===== config.mk =====
export PLATFORM = sky130hd
export DESIGN_NAME = dynamic_partition_allocator
export DESIGN_NICKNAME = d
export VERILOG_FILES = /design/src/hdl/dpa_pkg.sv /design/src/hdl/dpa_cfg.sv /design/src/hdl/dpa_ctrl.sv /design/src/hdl/dynamic_partition_allocator.sv
export VERILOG_INCLUDE_DIRS = /design/src /design/src/hdl
export SDC_FILE = /design/constraint.sdc
export NUM_CORES = 2
export LEC_CHECK = 0
export BUFFER_PORTS_ARGS = -buffer_cell sky130_fd_sc_hd__buf_4
export CAP_MARGIN = 5
export CORE_ASPECT_RATIO = 1.1
export CORE_MARGIN = 1.5
export CORE_UTILIZATION = 30
export DETAILED_ROUTE_END_ITERATION = 8
export SLEW_MARGIN = 20
export SYNTH_ARGS = -nofsm -noshare
export SYNTH_HDL_FRONTEND = slang
export SYNTH_HIERARCHICAL = 1
export SYNTH_SLANG_ARGS = --single-unit
export TNS_END_PERCENT = 100

===== constraint.sdc =====
create_clock -name clk -period 7.3 [get_ports clk]
set_input_delay 1.825 -clock clk [delete_from_list [all_inputs] [get_ports clk]]
set_output_delay 1.825 -clock clk [all_outputs]
set_load 0.005 [all_outputs]

===== src/hdl/dynamic_partition_allocator_assert.svh =====
// assertion macros shared by the allocator
`ifndef DYNAMIC_PARTITION_ALLOCATOR_ASSERT_SVH
`define DYNAMIC_PARTITION_ALLOCATOR_ASSERT_SVH

// same-cycle implication, checked out of reset
`define DPA_ASSERT_NOW(lbl, ant, cons, msg) \
    lbl: assert property (@(posedge clk) disable iff (!rst_n) (ant) |-> (cons)) else $error(msg);

// next-cycle implication, checked out of reset
`define DPA_ASSERT_NEXT(lbl, ant, cons, msg) \
    lbl: assert property (@(posedge clk) disable iff (!rst_n) (ant) |=> (cons)) else $error(msg);

`endif


===== src/hdl/dpa_pkg.sv =====
package dpa_pkg;

    localparam int ADDR_W = 12;
    localparam int SIZE_W = 13;

    localparam logic [SIZE_W-1:0] STORE_BYTES   = 13'd4096;
    localparam logic [SIZE_W-1:0] STORE_MIN     = 13'd2;
    localparam logic [31:0]       NEVER_STAMP   = 32'hFFFF_FFFF;
    localparam logic [31:0]       STAMP_TOP     = 32'hFFFF_FFFE;

    localparam logic FIT_FIRST = 1'b0;
    localparam logic FIT_BEST  = 1'b1;

    localparam logic STATUS_STORED   = 1'b0;
    localparam logic STATUS_REJECTED = 1'b1;

    typedef enum logic [1:0] {
        REG_STORE_SIZE = 2'd0,
        REG_MIN_SIZE   = 2'd1,
        REG_FIT_MODE   = 2'd2,
        REG_EPC        = 2'd3
    } reg_idx_t;

    typedef struct packed {
        logic [12:0] request_size;
        logic [2:0]  queue_kind;
        logic [31:0] message_id;
    } req_t;

    typedef struct packed {
        logic        status;
        logic [11:0] first_address;
        logic [11:0] last_address;
        logic [7:0]  evictions_done;
        logic [3:0]  compactions_done;
    } rsp_t;

    // settings seen by the sequencer
    typedef struct packed {
        logic [SIZE_W-1:0] store_size;
        logic [SIZE_W-1:0] min_size;
        logic              fit_mode;
        logic [6:0]        epc;
        logic              reinit;
    } cfg_t;

    // one partition table entry
    typedef struct packed {
        logic [ADDR_W-1:0] start_addr;
        logic [ADDR_W-1:0] end_addr;
        logic [2:0]        kind;
        logic [31:0]       msg_id;
        logic [31:0]       age;
    } entry_t;

endpackage


===== src/hdl/dpa_cfg.sv =====
module dpa_cfg
(
    input  logic          clk,
    input  logic          rst_n,
    input  logic          psel,
    input  logic          penable,
    input  logic          pwrite,
    input  logic [3:0]    paddr,
    input  logic [31:0]   pwdata,
    output logic [31:0]   prdata,
    output logic          pready,
    output dpa_pkg::cfg_t cfg
);
    import dpa_pkg::*;

    logic [SIZE_W-1:0] store_size_reg;
    logic [SIZE_W-1:0] min_size_reg;
    logic              fit_mode_reg;
    logic [6:0]        epc_reg;
    logic [SIZE_W-1:0] ss_wdata;
    logic              wr;
    reg_idx_t          idx;

    assign wr     = psel & penable & pwrite;
    assign idx    = reg_idx_t'(paddr[3:2]);
    assign pready = 1'b1;

    // store size is saturated into its legal range
    always_comb
    begin
        ss_wdata = pwdata[SIZE_W-1:0];
        if (ss_wdata < STORE_MIN)
            ss_wdata = STORE_MIN;
        else if (ss_wdata > STORE_BYTES)
            ss_wdata = STORE_BYTES;
    end

    // register writes
    always_ff @(posedge clk or negedge rst_n)
    begin
        if (!rst_n)
        begin
            store_size_reg <= STORE_BYTES;
            min_size_reg   <= 13'd16;
            fit_mode_reg   <= FIT_FIRST;
            epc_reg        <= 7'd4;
        end
        else if (wr)
        begin
            unique case (idx)
                REG_STORE_SIZE: store_size_reg <= ss_wdata;
                REG_MIN_SIZE:   min_size_reg   <= pwdata[SIZE_W-1:0];
                REG_FIT_MODE:   fit_mode_reg   <= pwdata[0];
                REG_EPC:        epc_reg        <= pwdata[6:0];
                default:        ;
            endcase
        end
    end

    // read mux
    always_comb
    begin
        unique case (idx)
            REG_STORE_SIZE: prdata = {19'd0, store_size_reg};
            REG_MIN_SIZE:   prdata = {19'd0, min_size_reg};
            REG_FIT_MODE:   prdata = {31'd0, fit_mode_reg};
            REG_EPC:        prdata = {25'd0, epc_reg};
            default:        prdata = 32'd0;
        endcase
    end

    // zero-valued limits act as one
    assign cfg.store_size = store_size_reg;
    assign cfg.min_size   = (min_size_reg == '0) ? 13'd1 : min_size_reg;
    assign cfg.fit_mode   = fit_mode_reg;
    assign cfg.epc        = (epc_reg == '0) ? 7'd1 : epc_reg;
    assign cfg.reinit     = wr && (idx == REG_STORE_SIZE);

endmodule


===== src/hdl/dpa_ctrl.sv =====
module dpa_ctrl
#(
    parameter int TABLE_ENTRIES = 32
)
(
    input  logic          clk,
    input  logic          rst_n,
    input  dpa_pkg::cfg_t cfg,
    input  logic          req_valid,
    output logic          req_stall,
    input  dpa_pkg::req_t req,
    output logic          rsp_valid,
    input  logic          rsp_stall,
    output dpa_pkg::rsp_t rsp
);
    import dpa_pkg::*;

    localparam int IW = $clog2(TABLE_ENTRIES);
    localparam logic [IW:0] LAST_CNT = (IW+1)'(TABLE_ENTRIES);

    typedef enum logic [3:0] {
        S_INIT, S_IDLE, S_FIND, S_PLACE, S_SPLIT, S_MERGE, S_MERGE_WR,
        S_CDROP, S_CSCAN, S_CWR, S_CTAIL, S_DONE
    } state_t;

    state_t            state_reg;
    entry_t            mem [TABLE_ENTRIES];
    entry_t            rd_data_reg;
    logic              wr_en;
    logic [IW-1:0]     wr_addr;
    entry_t            wr_data;

    logic [IW:0]       scan_cnt_reg;
    logic              rd_vld_reg;
    logic [IW-1:0]     rd_idx_reg;
    req_t              req_reg;
    logic [6:0]        k_reg;
    logic [7:0]        evs_reg;
    logic [3:0]        comps_reg;
    logic [31:0]       stamp_reg;
    logic [TABLE_ENTRIES-1:0] used_reg;
    logic [TABLE_ENTRIES-1:0] free_reg;
    logic [TABLE_ENTRIES-1:0] done_reg;

    logic              best_found_reg;
    logic [IW-1:0]     best_idx_reg;
    logic [ADDR_W-1:0] best_start_reg;
    logic [ADDR_W-1:0] best_end_reg;
    logic [SIZE_W-1:0] best_waste_reg;
    logic              v_found_reg;
    logic [IW-1:0]     v_idx_reg;
    logic [ADDR_W-1:0] v_start_reg;
    logic [ADDR_W-1:0] v_end_reg;
    logic [31:0]       v_age_reg;
    logic              j_found_reg;
    logic [IW-1:0]     j_idx_reg;
    logic              l_found_reg;
    logic [IW-1:0]     l_idx_reg;
    logic [ADDR_W-1:0] l_start_reg;
    logic              r_found_reg;
    logic [IW-1:0]     r_idx_reg;
    logic [ADDR_W-1:0] r_end_reg;
    logic              p_found_reg;
    logic [IW-1:0]     p_idx_reg;
    entry_t            p_word_reg;
    logic [SIZE_W-1:0] c_addr_reg;
    rsp_t              res_reg;
    rsp_t              rsp_reg;
    logic              rsp_valid_reg;

    logic              scanning;
    logic              scan_done;
    logic              d_used;
    logic              d_free;
    logic [SIZE_W-1:0] d_size;
    logic [SIZE_W-1:0] d_waste;
    logic              fit_hit;
    logic              vic_hit;
    logic              unused_hit;
    logic              l_hit;
    logic              r_hit;
    logic              pick_hit;
    logic              split;
    logic [SIZE_W-1:0] p_size;
    logic [SIZE_W-1:0] ss_last;
    logic              reject;
    logic              tail;

    // partition table: one write port, registered read
    always_ff @(posedge clk)
    begin
        if (wr_en)
            mem[wr_addr] <= wr_data;
        rd_data_reg <= mem[scan_cnt_reg[IW-1:0]];
    end

    assign scanning  = (state_reg == S_FIND) || (state_reg == S_MERGE) ||
                       (state_reg == S_CSCAN);
    assign scan_done = (scan_cnt_reg == LAST_CNT) && !rd_vld_reg;
    assign ss_last   = cfg.store_size - 13'd1;
    assign reject    = (req.request_size >= cfg.store_size) ||
                       (req.request_size < cfg.min_size);

    // per-entry evaluation of the word read last cycle
    always_comb
    begin
        d_used  = used_reg[rd_idx_reg];
        d_free  = free_reg[rd_idx_reg];
        d_size  = {1'b0, rd_data_reg.end_addr} - {1'b0, rd_data_reg.start_addr} + 13'd1;
        d_waste = d_size - req_reg.request_size;
        fit_hit = rd_vld_reg && d_used && d_free && (d_size >= req_reg.request_size);
        if (fit_hit && best_found_reg)
        begin
            if (cfg.fit_mode == FIT_BEST)
                fit_hit = (d_waste < best_waste_reg) ||
                          ((d_waste == best_waste_reg) &&
                           (rd_data_reg.start_addr < best_start_reg));
            else
                fit_hit = rd_data_reg.start_addr < best_start_reg;
        end
        vic_hit = rd_vld_reg && d_used && !d_free &&
                  (!v_found_reg || (rd_data_reg.age < v_age_reg) ||
                   ((rd_data_reg.age == v_age_reg) &&
                    (rd_data_reg.start_addr < v_start_reg)));
        unused_hit = rd_vld_reg && !d_used && !j_found_reg;
        l_hit = rd_vld_reg && (rd_idx_reg != v_idx_reg) && d_used && d_free &&
                !l_found_reg && (v_start_reg != '0) &&
                (rd_data_reg.end_addr == v_start_reg - 12'd1);
        r_hit = rd_vld_reg && (rd_idx_reg != v_idx_reg) && d_used && d_free &&
                !r_found_reg && ({1'b0, v_end_reg} < ss_last) &&
                ({1'b0, rd_data_reg.start_addr} == {1'b0, v_end_reg} + 13'd1);
        pick_hit = rd_vld_reg && d_used && !done_reg[rd_idx_reg] &&
                   (!p_found_reg || (rd_data_reg.start_addr < p_word_reg.start_addr));
        split  = (best_waste_reg != '0) && j_found_reg;
        p_size = {1'b0, p_word_reg.end_addr} - {1'b0, p_word_reg.start_addr} + 13'd1;
        tail   = (c_addr_reg < cfg.store_size) && j_found_reg;
    end

    // table write port
    always_comb
    begin
        wr_en   = 1'b0;
        wr_addr = '0;
        wr_data = '{start_addr: '0, end_addr: ss_last[ADDR_W-1:0], kind: '0,
                    msg_id: '0, age: NEVER_STAMP};
        unique case (state_reg)
            S_INIT:
            begin
                wr_en = 1'b1;
            end
            S_PLACE:
            begin
                wr_en   = 1'b1;
                wr_addr = best_idx_reg;
                wr_data.start_addr = best_start_reg;
                wr_data.end_addr   = split ?
                    12'({1'b0, best_start_reg} + req_reg.request_size - 13'd1) :
                    best_end_reg;
                wr_data.kind   = req_reg.queue_kind;
                wr_data.msg_id = req_reg.message_id;
                wr_data.age    = stamp_reg;
            end
            S_SPLIT:
            begin
                wr_en   = 1'b1;
                wr_addr = j_idx_reg;
                wr_data.start_addr = 12'({1'b0, best_start_reg} + req_reg.request_size);
                wr_data.end_addr   = best_end_reg;
            end
            S_MERGE_WR:
            begin
                wr_en   = 1'b1;
                wr_addr = v_idx_reg;
                wr_data.start_addr = l_found_reg ? l_start_reg : v_start_reg;
                wr_data.end_addr   = r_found_reg ? r_end_reg : v_end_reg;
            end
            S_CWR:
            begin
                wr_en   = 1'b1;
                wr_addr = p_idx_reg;
                wr_data = p_word_reg;
                wr_data.start_addr = c_addr_reg[ADDR_W-1:0];
                wr_data.end_addr   = 12'(c_addr_reg + p_size - 13'd1);
            end
            S_CTAIL:
            begin
                wr_en   = tail;
                wr_addr = j_idx_reg;
                wr_data.start_addr = c_addr_reg[ADDR_W-1:0];
            end
            default: ;
        endcase
    end

    // sequencer
    always_ff @(posedge clk or negedge rst_n)
    begin
        if (!rst_n)
        begin
            state_reg      <= S_INIT;
            scan_cnt_reg   <= '0;
            rd_vld_reg     <= 1'b0;
            rd_idx_reg     <= '0;
            req_reg        <= '0;
            k_reg          <= '0;
            evs_reg        <= '0;
            comps_reg      <= '0;
            stamp_reg      <= '0;
            used_reg       <= TABLE_ENTRIES'(1);
            free_reg       <= '1;
            done_reg       <= '0;
            best_found_reg <= 1'b0;
            best_idx_reg   <= '0;
            best_start_reg <= '0;
            best_end_reg   <= '0;
            best_waste_reg <= '0;
            v_found_reg    <= 1'b0;
            v_idx_reg      <= '0;
            v_start_reg    <= '0;
            v_end_reg      <= '0;
            v_age_reg      <= '0;
            j_found_reg    <= 1'b0;
            j_idx_reg      <= '0;
            l_found_reg    <= 1'b0;
            l_idx_reg      <= '0;
            l_start_reg    <= '0;
            r_found_reg    <= 1'b0;
            r_idx_reg      <= '0;
            r_end_reg      <= '0;
            p_found_reg    <= 1'b0;
            p_idx_reg      <= '0;
            p_word_reg     <= '0;
            c_addr_reg     <= '0;
            res_reg        <= '0;
            rsp_reg        <= '0;
            rsp_valid_reg  <= 1'b0;
        end
        else
        begin
            if (rsp_valid_reg && !rsp_stall)
                rsp_valid_reg <= 1'b0;

            // scan engine: one table read per cycle
            rd_vld_reg <= 1'b0;
            if (scanning && (scan_cnt_reg != LAST_CNT))
            begin
                rd_vld_reg   <= 1'b1;
                rd_idx_reg   <= scan_cnt_reg[IW-1:0];
                scan_cnt_reg <= scan_cnt_reg + 1'b1;
            end

            unique case (state_reg)
                S_INIT:
                begin
                    state_reg <= S_IDLE;
                end
                S_IDLE:
                begin
                    if (cfg.reinit)
                    begin
                        used_reg  <= TABLE_ENTRIES'(1);
                        free_reg  <= '1;
                        state_reg <= S_INIT;
                    end
                    else if (req_valid)
                    begin
                        req_reg <= req;
                        if (reject)
                        begin
                            res_reg   <= '{status: STATUS_REJECTED, default: '0};
                            state_reg <= S_DONE;
                        end
                        else
                        begin
                            k_reg          <= '0;
                            evs_reg        <= '0;
                            comps_reg      <= '0;
                            scan_cnt_reg   <= '0;
                            best_found_reg <= 1'b0;
                            v_found_reg    <= 1'b0;
                            j_found_reg    <= 1'b0;
                            state_reg      <= S_FIND;
                        end
                    end
                end
                S_FIND:
                begin
                    if (fit_hit)
                    begin
                        best_found_reg <= 1'b1;
                        best_idx_reg   <= rd_idx_reg;
                        best_start_reg <= rd_data_reg.start_addr;
                        best_end_reg   <= rd_data_reg.end_addr;
                        best_waste_reg <= d_waste;
                    end
                    if (vic_hit)
                    begin
                        v_found_reg <= 1'b1;
                        v_idx_reg   <= rd_idx_reg;
                        v_start_reg <= rd_data_reg.start_addr;
                        v_end_reg   <= rd_data_reg.end_addr;
                        v_age_reg   <= rd_data_reg.age;
                    end
                    if (unused_hit)
                    begin
                        j_found_reg <= 1'b1;
                        j_idx_reg   <= rd_idx_reg;
                    end
                    if (scan_done)
                    begin
                        if (best_found_reg)
                            state_reg <= S_PLACE;
                        else if (v_found_reg)
                        begin
                            scan_cnt_reg <= '0;
                            l_found_reg  <= 1'b0;
                            r_found_reg  <= 1'b0;
                            state_reg    <= S_MERGE;
                        end
                        else
                            state_reg <= S_CDROP;
                    end
                end
                S_PLACE:
                begin
                    free_reg[best_idx_reg] <= 1'b0;
                    if (stamp_reg < STAMP_TOP)
                        stamp_reg <= stamp_reg + 32'd1;
                    res_reg.status           <= STATUS_STORED;
                    res_reg.first_address    <= best_start_reg;
                    res_reg.last_address     <= wr_data.end_addr;
                    res_reg.evictions_done   <= evs_reg;
                    res_reg.compactions_done <= comps_reg;
                    state_reg <= split ? S_SPLIT : S_DONE;
                end
                S_SPLIT:
                begin
                    used_reg[j_idx_reg] <= 1'b1;
                    free_reg[j_idx_reg] <= 1'b1;
                    state_reg <= S_DONE;
                end
                S_MERGE:
                begin
                    if (l_hit)
                    begin
                        l_found_reg <= 1'b1;
                        l_idx_reg   <= rd_idx_reg;
                        l_start_reg <= rd_data_reg.start_addr;
                    end
                    if (r_hit)
                    begin
                        r_found_reg <= 1'b1;
                        r_idx_reg   <= rd_idx_reg;
                        r_end_reg   <= rd_data_reg.end_addr;
                    end
                    if (scan_done)
                        state_reg <= S_MERGE_WR;
                end
                S_MERGE_WR:
                begin
                    free_reg[v_idx_reg] <= 1'b1;
                    if (l_found_reg)
                        used_reg[l_idx_reg] <= 1'b0;
                    if (r_found_reg)
                        used_reg[r_idx_reg] <= 1'b0;
                    if (evs_reg != 8'hFF)
                        evs_reg <= evs_reg + 8'd1;
                    k_reg <= k_reg + 7'd1;
                    if (7'(k_reg + 7'd1) == cfg.epc)
                        state_reg <= S_CDROP;
                    else
                    begin
                        scan_cnt_reg   <= '0;
                        best_found_reg <= 1'b0;
                        v_found_reg    <= 1'b0;
                        j_found_reg    <= 1'b0;
                        state_reg      <= S_FIND;
                    end
                end
                S_CDROP:
                begin
                    // free partitions vanish, occupied ones get repacked
                    used_reg     <= used_reg & ~free_reg;
                    done_reg     <= '0;
                    c_addr_reg   <= '0;
                    scan_cnt_reg <= '0;
                    p_found_reg  <= 1'b0;
                    j_found_reg  <= 1'b0;
                    state_reg    <= S_CSCAN;
                end
                S_CSCAN:
                begin
                    if (pick_hit)
                    begin
                        p_found_reg <= 1'b1;
                        p_idx_reg   <= rd_idx_reg;
                        p_word_reg  <= rd_data_reg;
                    end
                    if (unused_hit)
                    begin
                        j_found_reg <= 1'b1;
                        j_idx_reg   <= rd_idx_reg;
                    end
                    if (scan_done)
                        state_reg <= p_found_reg ? S_CWR : S_CTAIL;
                end
                S_CWR:
                begin
                    done_reg[p_idx_reg] <= 1'b1;
                    c_addr_reg   <= c_addr_reg + p_size;
                    scan_cnt_reg <= '0;
                    p_found_reg  <= 1'b0;
                    j_found_reg  <= 1'b0;
                    state_reg    <= S_CSCAN;
                end
                S_CTAIL:
                begin
                    if (tail)
                    begin
                        used_reg[j_idx_reg] <= 1'b1;
                        free_reg[j_idx_reg] <= 1'b1;
                    end
                    if (comps_reg != 4'hF)
                        comps_reg <= comps_reg + 4'd1;
                    k_reg          <= '0;
                    scan_cnt_reg   <= '0;
                    best_found_reg <= 1'b0;
                    v_found_reg    <= 1'b0;
                    j_found_reg    <= 1'b0;
                    state_reg      <= S_FIND;
                end
                S_DONE:
                begin
                    if (!rsp_valid_reg || !rsp_stall)
                    begin
                        rsp_reg       <= res_reg;
                        rsp_valid_reg <= 1'b1;
                        state_reg     <= S_IDLE;
                    end
                end
                default:
                begin
                    state_reg <= S_IDLE;
                end
            endcase
        end
    end

    assign req_stall = (state_reg != S_IDLE);
    assign rsp_valid = rsp_valid_reg;
    assign rsp       = rsp_reg;

endmodule


===== src/hdl/dynamic_partition_allocator.sv =====
// from acceptance to result valid: a rejected request goes straight to the result; a placement
// scans all N = TABLE_ENTRIES entries (one table read a cycle), places, and splits if needed
// each eviction adds a merge scan and merge write, plus a new search unless compaction follows
// each compaction adds a scan and move per occupied partition, a last scan and tail write, then a search
// one transaction in flight; the next is taken the cycle after the result is registered
// reset: the table init state writes entry 0, request input stalled meanwhile
module dynamic_partition_allocator
#(
    parameter int TABLE_ENTRIES = 32
)
(
    input  logic          clk,
    input  logic          rst_n,
    input  logic          psel,
    input  logic          penable,
    input  logic          pwrite,
    input  logic [3:0]    paddr,
    input  logic [31:0]   pwdata,
    output logic [31:0]   prdata,
    output logic          pready,
    input  logic          req_valid,
    output logic          req_stall,
    input  dpa_pkg::req_t req,
    output logic          rsp_valid,
    input  logic          rsp_stall,
    output dpa_pkg::rsp_t rsp
);
    import dpa_pkg::*;

`include "dynamic_partition_allocator_assert.svh"

    cfg_t cfg;

    // register file
    dpa_cfg u_cfg
    (
        .clk     (clk),
        .rst_n   (rst_n),
        .psel    (psel),
        .penable (penable),
        .pwrite  (pwrite),
        .paddr   (paddr),
        .pwdata  (pwdata),
        .prdata  (prdata),
        .pready  (pready),
        .cfg     (cfg)
    );

    // table sequencer
    dpa_ctrl #(.TABLE_ENTRIES(TABLE_ENTRIES)) u_ctrl
    (
        .clk       (clk),
        .rst_n     (rst_n),
        .cfg       (cfg),
        .req_valid (req_valid),
        .req_stall (req_stall),
        .req       (req),
        .rsp_valid (rsp_valid),
        .rsp_stall (rsp_stall),
        .rsp       (rsp)
    );

    // checks
    `DPA_ASSERT_NEXT(a_busy_after_req, req_valid && !req_stall, req_stall, "request not held off")
    `DPA_ASSERT_NOW(a_place_order, rsp_valid && (rsp.status == STATUS_STORED), rsp.first_address <= rsp.last_address, "inverted placement")
    `DPA_ASSERT_NOW(a_reject_zero, rsp_valid && (rsp.status == STATUS_REJECTED), (rsp.first_address == '0) && (rsp.last_address == '0) && (rsp.evictions_done == '0) && (rsp.compactions_done == '0), "rejected result not cleared")

endmodule


# After elaboration in Yosys (flattened, before gate mapping)
# Memories as Yosys holds them, arrays and structs flattened. A register that Yosys moved wholly into a read port is not among the register bits.
# Index checks and enable logic that the tools add are counted.
word_totals:
  wordCells: 371
  register_bits: 577
  mem_count: 1
  latchBits: 0
  in_bits: 91
  romBits: 0
  output_inout_bits: 72
  ramBits: 2912
op_classes:
  n_bitwise: 15
  muxes: 109
  mul: 0
  addsub: 17
  n_reduce_logical: 101
  shift: 0
  div: 0
  magnitude_cmp: 26
  eq_ne: 47
mem_list:
  columns: ["memory", "words", "width", "rd", "rd_clocked_by_memory_dff", "wr", "line", "text"]
  rows:
  - ["u_ctrl.mem", 32, 91, 1, 1, 1, "dpa_ctrl.sv:27", "entry_t mem [TABLE_ENTRIES];"]
op_table:
  columns: ["operator", "count"]
  rows:
  - ["case mux 32 bit (5 select lines)", 2]
  - ["two-way mux 32 bit", 7]
  - ["case mux 67 bit (2 select lines)", 1]
  - ["AND 32 bit", 4]
  - ["inverter 32 bit", 4]
  - ["OR 32 bit", 4]
  - ["case mux 32 bit (4 select lines)", 1]
  - ["two-way mux 37 bit", 3]
  - ["case mux 12 bit (4 select lines)", 2]
  - ["case mux 37 bit (2 select lines)", 1]
  - ["case mux 32 bit (2 select lines)", 1]
  - ["two-way mux 4 bit", 13]
  - ["two-way mux 6 bit", 8]
  - ["< comparator 5 x 6 -> 1 bit (second input constant)", 7]
  - ["case mux 4 bit (10 select lines)", 1]
  - ["< comparator 13 bit", 3]
  - ["two-way mux 13 bit", 3]
  - ["< comparator 12 bit", 3]
  - ["two-way mux 12 bit", 3]
  - ["subtractor 12 x 1 -> 12 bit (second input constant)", 3]
  - ["logical AND 1 bit", 33]
  - ["adder 32 x 1 -> 32 bit (second input constant)", 1]
  - ["equality test 32 bit", 1]
  - ["< comparator 32 bit", 1]
  - ["other kinds (73)", 205]

# Logic depth before layout (Yosys ltp)
logic_depth:
  word_depth: 11
  ltp_mapped: 28
  depth_no_buf: 27

# Modules after synthesis
# Netlist, hierarchy kept.
modules_own_cells:
  columns: ["mod", "cells_per_inst", "area_each_um2", "seq_area_each_um2", "instances"]
  rows:
  - ["dpa_ctrl", 5616, 98455.7, 66810.3, 1]
  - ["dpa_cfg", 197, 2019.4, 854.6, 1]

# Worst setup path before layout
# OpenSTA, ideal clock, no wires.
synth_timing:
  path_type: "reg2reg"
  startpoint: "register u_cfg.store_size_reg[6]"
  endpoint: "memory u_ctrl/mem[4][0] in the netlist's numbering, enable pin"
  required_ps: 6761
  setup_slack_ps: 726
  path_buffers: 2
  stages_incl_launch_ff: 14
  synth_period_minus_slack_ps: 6574
  setup_ps: 539
  arrival_time_ps: 6035
  path_cell_list: "dfrtp_1 -> inv_1 -> ha_1 -> a21oi_1 -> o22ai_1 -> nor4_1 -> o311a_1 -> nor2_1 -> o32ai_1 -> a21o_1 -> nand2b_1 -> clkbuf_1 -> clkbuf_1 -> nor3_1"
synth_between:
  elab_chain_cells: 5
synth_lines:
  columns: ["element", "line", "text"]
  rows:
  - ["start: declaration", "dpa_cfg.sv:16", "logic [SIZE_W-1:0] store_size_reg;"]
  - ["start signal: assignment", "dpa_cfg.sv:51", "REG_STORE_SIZE: store_size_reg <= ss_wdata;"]
  - ["< comparator 13 bit", "dpa_ctrl.sv:136", "tail = (c_addr_reg < cfg.store_size) && j_found_reg;"]
  - ["logical AND 1 bit", "dpa_ctrl.sv:136", null]
  - ["case mux 1 bit (2 select lines)", "dpa_ctrl.sv:146", "unique case (state_reg)"]
  - ["two-way mux 1 bit", "dpa_ctrl.sv:92", "if (wr_en)"]
  - ["two-way mux 1 bit (not written as such)", "dpa_ctrl.sv:93", "mem[wr_addr] <= wr_data;"]
  - ["end: declaration", "dpa_ctrl.sv:27", null]
# No other way between the ends.

# Worst setup path in the final report
layout_timing:
  startpoint: "register u_ctrl/rd_data_reg[79] (netlist name)"
  endpoint: "register u_ctrl.best_start_reg[1]"
layout_between:
  elab_chain_cells: 9
  elab_cells_between_ends: 14
  cone_classes: "add/sub: 3; order compare: 3; eq/ne: 1; mux: 2; reduce/logical: 5"
layout_lines:
  columns: ["element", "line", "text"]
  rows:
  - ["subtractor 12 x 12 -> 13 bit (*)", "dpa_ctrl.sv:109", "d_size = {1'b0, rd_data_reg.end_addr} - {1'b0, rd_data_reg.start_addr} + 13'd1;"]
  - ["adder 13 x 1 -> 13 bit (*)", "dpa_ctrl.sv:109", null]
  - ["subtractor 13 bit (*)", "dpa_ctrl.sv:110", "d_waste = d_size - req_reg.request_size;"]
  - ["via u_ctrl.d_waste[12]", "dpa_ctrl.sv:76", "logic [SIZE_W-1:0] d_waste;"]
  - ["branches (longest 2 deep; another with < comparator 13 bit)", null, null]
  - ["logical OR 1 bit (*)", "dpa_ctrl.sv:115", "fit_hit = (d_waste < best_waste_reg) ||"]
  - ["two-way mux 1 bit (*)", "dpa_ctrl.sv:114", "if (cfg.fit_mode == FIT_BEST)"]
  - ["two-way mux 1 bit (*)", "dpa_ctrl.sv:112", "if (fit_hit && best_found_reg)"]
  - ["AND reduction 2 bit (no line) (*)", null, null]
  - ["end signal: assignment", "dpa_ctrl.sv:292", "best_start_reg <= rd_data_reg.start_addr;"]
  - ["end: declaration", "dpa_ctrl.sv:47", "logic [ADDR_W-1:0] best_start_reg;"]
# Mark *: on every way through the listed nets, which the timed path passes.
# A chain may end at the register's enable or synchronous reset.

==> qor.yml <==
run_status:
  status: "finished, final reports clean"
sta:
  whs_ps: 474.4
  slew_viol_final: 0
  tns_ps: 0
  post-route-period-util_pct: 84.28
  worstMarginPinSlew_ps: 1208
  fmax_ghz: 0.1625
  finalSetupViolCount: 0
  hold_violations: 0
  clock_skew_ps: 137.0
  relSlewSlack_pct: 19.18
  post-route-min-period_ps: 6153
  rsz0062_at_grt: "false"
clocking:
  holdBufCountCts: 0
  worstSkewPairLatency_ps: 960
  cts_resized: 0
  cts_tree: "built"
  clock_sinks: 2355
  clk_pin_slew_ps: 60
  htree_levels: 4
  cts_buffers: 239
  cts_root_buf: "clkbuf_16"
  ctsLongestPathBuffers: 4
  post_cts_buffers: 0
setup_path:
  crit_type: "reg -> reg"
  crit_fanout: 30
  worst_ep_required_time_ps: 8010
  r2r_end: "u_ctrl/best_start_reg[1]"
  cp_slowest_stage_delay_ps: 490
  regToRegSetupSlack_ps: 1150
  start_kind: "flip-flop"
  path_common_cell: "a21oi_1"
  timing.rr.start: "u_ctrl/rd_data_reg[79]"
  arrival_ps: 6870
  critPathBufInv: 2
  path_delay_family: "compound AO/OA/AOI/OAI gates"
  slowest_stage: "dfxtp_1"
  worst_setup_path_end_kind: "flip-flop"
  rr_worst_depth: 26
logic_synthesis:
  syn_avg_cell_area_um2: 17.28
  synth_area_leaders: "edfxtp_1, mux4_2, dfrtp_1, mux2_2, ha_1"
  ys_ff_latch: 2355
  synth_area_um2: 100500
  yosysUniqueCellTypes: 90
  synth_top_cell_by_area: "edfxtp_1"
  seq_area_frac_synth_pct: 67.34
  yosys_most_used_dff: "edfxtp_1"
  syn_inst: 5813
  synthTopCellsByCount: "edfxtp_1, mux4_2, dfrtp_1, nand2_1, mux2_2"
  async_reset_ff_share_pct: 21.53
  synth.most_common_cell: "edfxtp_1"
  ys_warn_count: 6
  synth-edff-count: 1792
  synth_top_area_share_pct: 53.56
finish:
  num_antenna_cells: 0
  largest_register_ff_count: 1792
  drive_gt1_share_pct: 25.83
  multiInputGateArea_um2: 31000
  final_nets: 6261
  nFillCells: 31217
  register_area_um2: 67680
  syn2layout_area_growth_pct: 14.11
drt:
  drc_errors: 0
  routed_via_density: 5.220
  num_vias: 54932
  ant_nets: 0
  drt-wirelength-per-cell_um: 25.09
  dr.pass1.iters: 6
  routed_wl_mm: 264.0
  drtIter0Drc: 6010
floorplan:
  rows: 222
  dieArea_um2: 338400
  die_x_um: 554.8
  io_pins: 163
  core_area_um2: 332800
  start_util_pct: 30.19
  die_h_um: 610.0
power:
  peakVddDrop_mv: 0.3036
  power_leakage_nw: 38.76
  power.density_nw_per_um2: 410.9
min_path:
  whs_endpoint: "u_ctrl/res_reg[25]"
  hp-class: "reg -> reg"
  hold_depth: 2
  min_from: "u_ctrl/res_reg[25]"
grt:
  gr-usage-all-layers_pct: 15.26
  grt_max_degree: 162
  grt_pass1_vias: 55968
  antenna_found_initial: 3
  gr-total-overflow: 0
  grt_first_pass_wirelength_mm: 386.2
placed_design:
  hpwl_mm: 153.1
  port_buffers: 86
  gp_congestion: 0.8637
run:
  maxCapViolations: 0
layout by cell type, fill, tap and decap left out, drive strengths merged, types with 21 or more instances in the layout:
cell    netlist  final
dfxtp        56     56
nor2        152    152
xnor2        95     95
ha          198    198
and3         23     23
a21o         53     53
a221o        43     43
o22ai        52     52
a221oi       22     22
nand3        81     81
nor2b        22     22
nand4        34     34
dfstp        36     36
nand3b       21     21
o21ai       242    242
mux2        297    297
nor3         77     77
o221ai       32     32
clkinv        1     75
buf         146    218
a31oi        26     26
dfrtp       471    471
clkbuf      187    331
inv         224    227
mux2i        70     70
xor2         49     49
a21oi       128    128
nand2       275    275
mux4        591    591
a22o         33     33
edfxtp     1792   1792
worst reg2reg max path: cells and delay by family, from the launching register on:
kind                       cells  cell delay (ps)
AOI/OAI and AO/OA             13             2600
adders and majority gates      5             1490
DFF                            1              490
muxes                          1              390
buffers and inverters          2              370
and+or+nand+nor                3              370
xor gates and xnor gates       2              270
layout make-up:
type	count	area share, %
Multi-Input combinational cell	2918	27.04
Tap cell	4368	4.767
Clock inverter	109	0.9473
Sequential cell	2355	59.04
Timing Repair Buffer	218	1.685
Inverter	225	0.7366
Clock buffer	331	5.793
worst max-delay path by stage:
stage | depth (start not counted) | endpoint | start
2_1_floorplan | 13 | u_ctrl/mem[4][0] | u_cfg/store_size_reg[6]
3_3_place_gp | 27 | u_ctrl/best_idx_reg[0] | u_ctrl/rd_data_reg[68]
3_5_place_dp | 27 | u_ctrl/best_start_reg[1] | u_ctrl/rd_data_reg[68]
4_1_cts | 26 | u_ctrl/best_start_reg[1] | u_ctrl/rd_data_reg[79]
5_1_grt | 26 | u_ctrl/best_idx_reg[2] | u_ctrl/rd_data_reg[79]
6_report | 26 | u_ctrl/best_start_reg[1] | u_ctrl/rd_data_reg[79]
metrics by stage:
| step | total power, W | cell area, um2 | instances | setup slack [ps] | util (%) |
|---|---|---|---|---|---|
| 2_1_floorplan | 0.02972 | 100500 | 5831 | 726.5 | - |
| 3_3_place_gp | 0.03491 | 106900 | 10084 | 1140 | 32.11 |
| 3_5_place_dp | 0.03521 | 106900 | 10084 | 1228 | 32.12 |
| 4_1_cts | 0.04741 | 114600 | 10524 | 1174 | 34.44 |
| 5_1_grt | 0.04952 | 114600 | 10524 | 631.0 | 34.45 |
| 6_report | 0.04711 | 114600 | 10524 | 1147 | 34.45 |
cells by family (layout without fill, tap and decap cells):
logic type               count (synthesis)  in the layout  synth area share (%)
XOR/XNOR                               144            144                 1.255
multiplexers                           958            958                 17.31
AO/OA/AOI/OAI                          767            767                 5.068
buffers and inverters                  558            883                 2.254
flip-flops                            2355           2355                 67.34
AND/OR/NAND/NOR                        816            816                 3.995
adder cells (fa/ha/maj)                213            213                 2.765
other                                    2             20              0.007474
routing by layer:
layer	vias up	track usage, %	part of all wire (%)
li1	23361	-	-
met4	0	3.786	2.5
met5	-	0	0
met1	29268	20.67	42
met3	408	2.060	5.8
met2	1895	25.81	49
where the power goes:
| group | internal [W] | switching, W | leakage, nW |
|---|---|---|---|
| combinational | 0.00640 | 0.00968 | 11.7 |
| sequential | 0.0177 | 0.00118 | 23.3 |
| clock | 0.00697 | 0.00517 | 3.77 |
(Power assumes the default switching activity.)
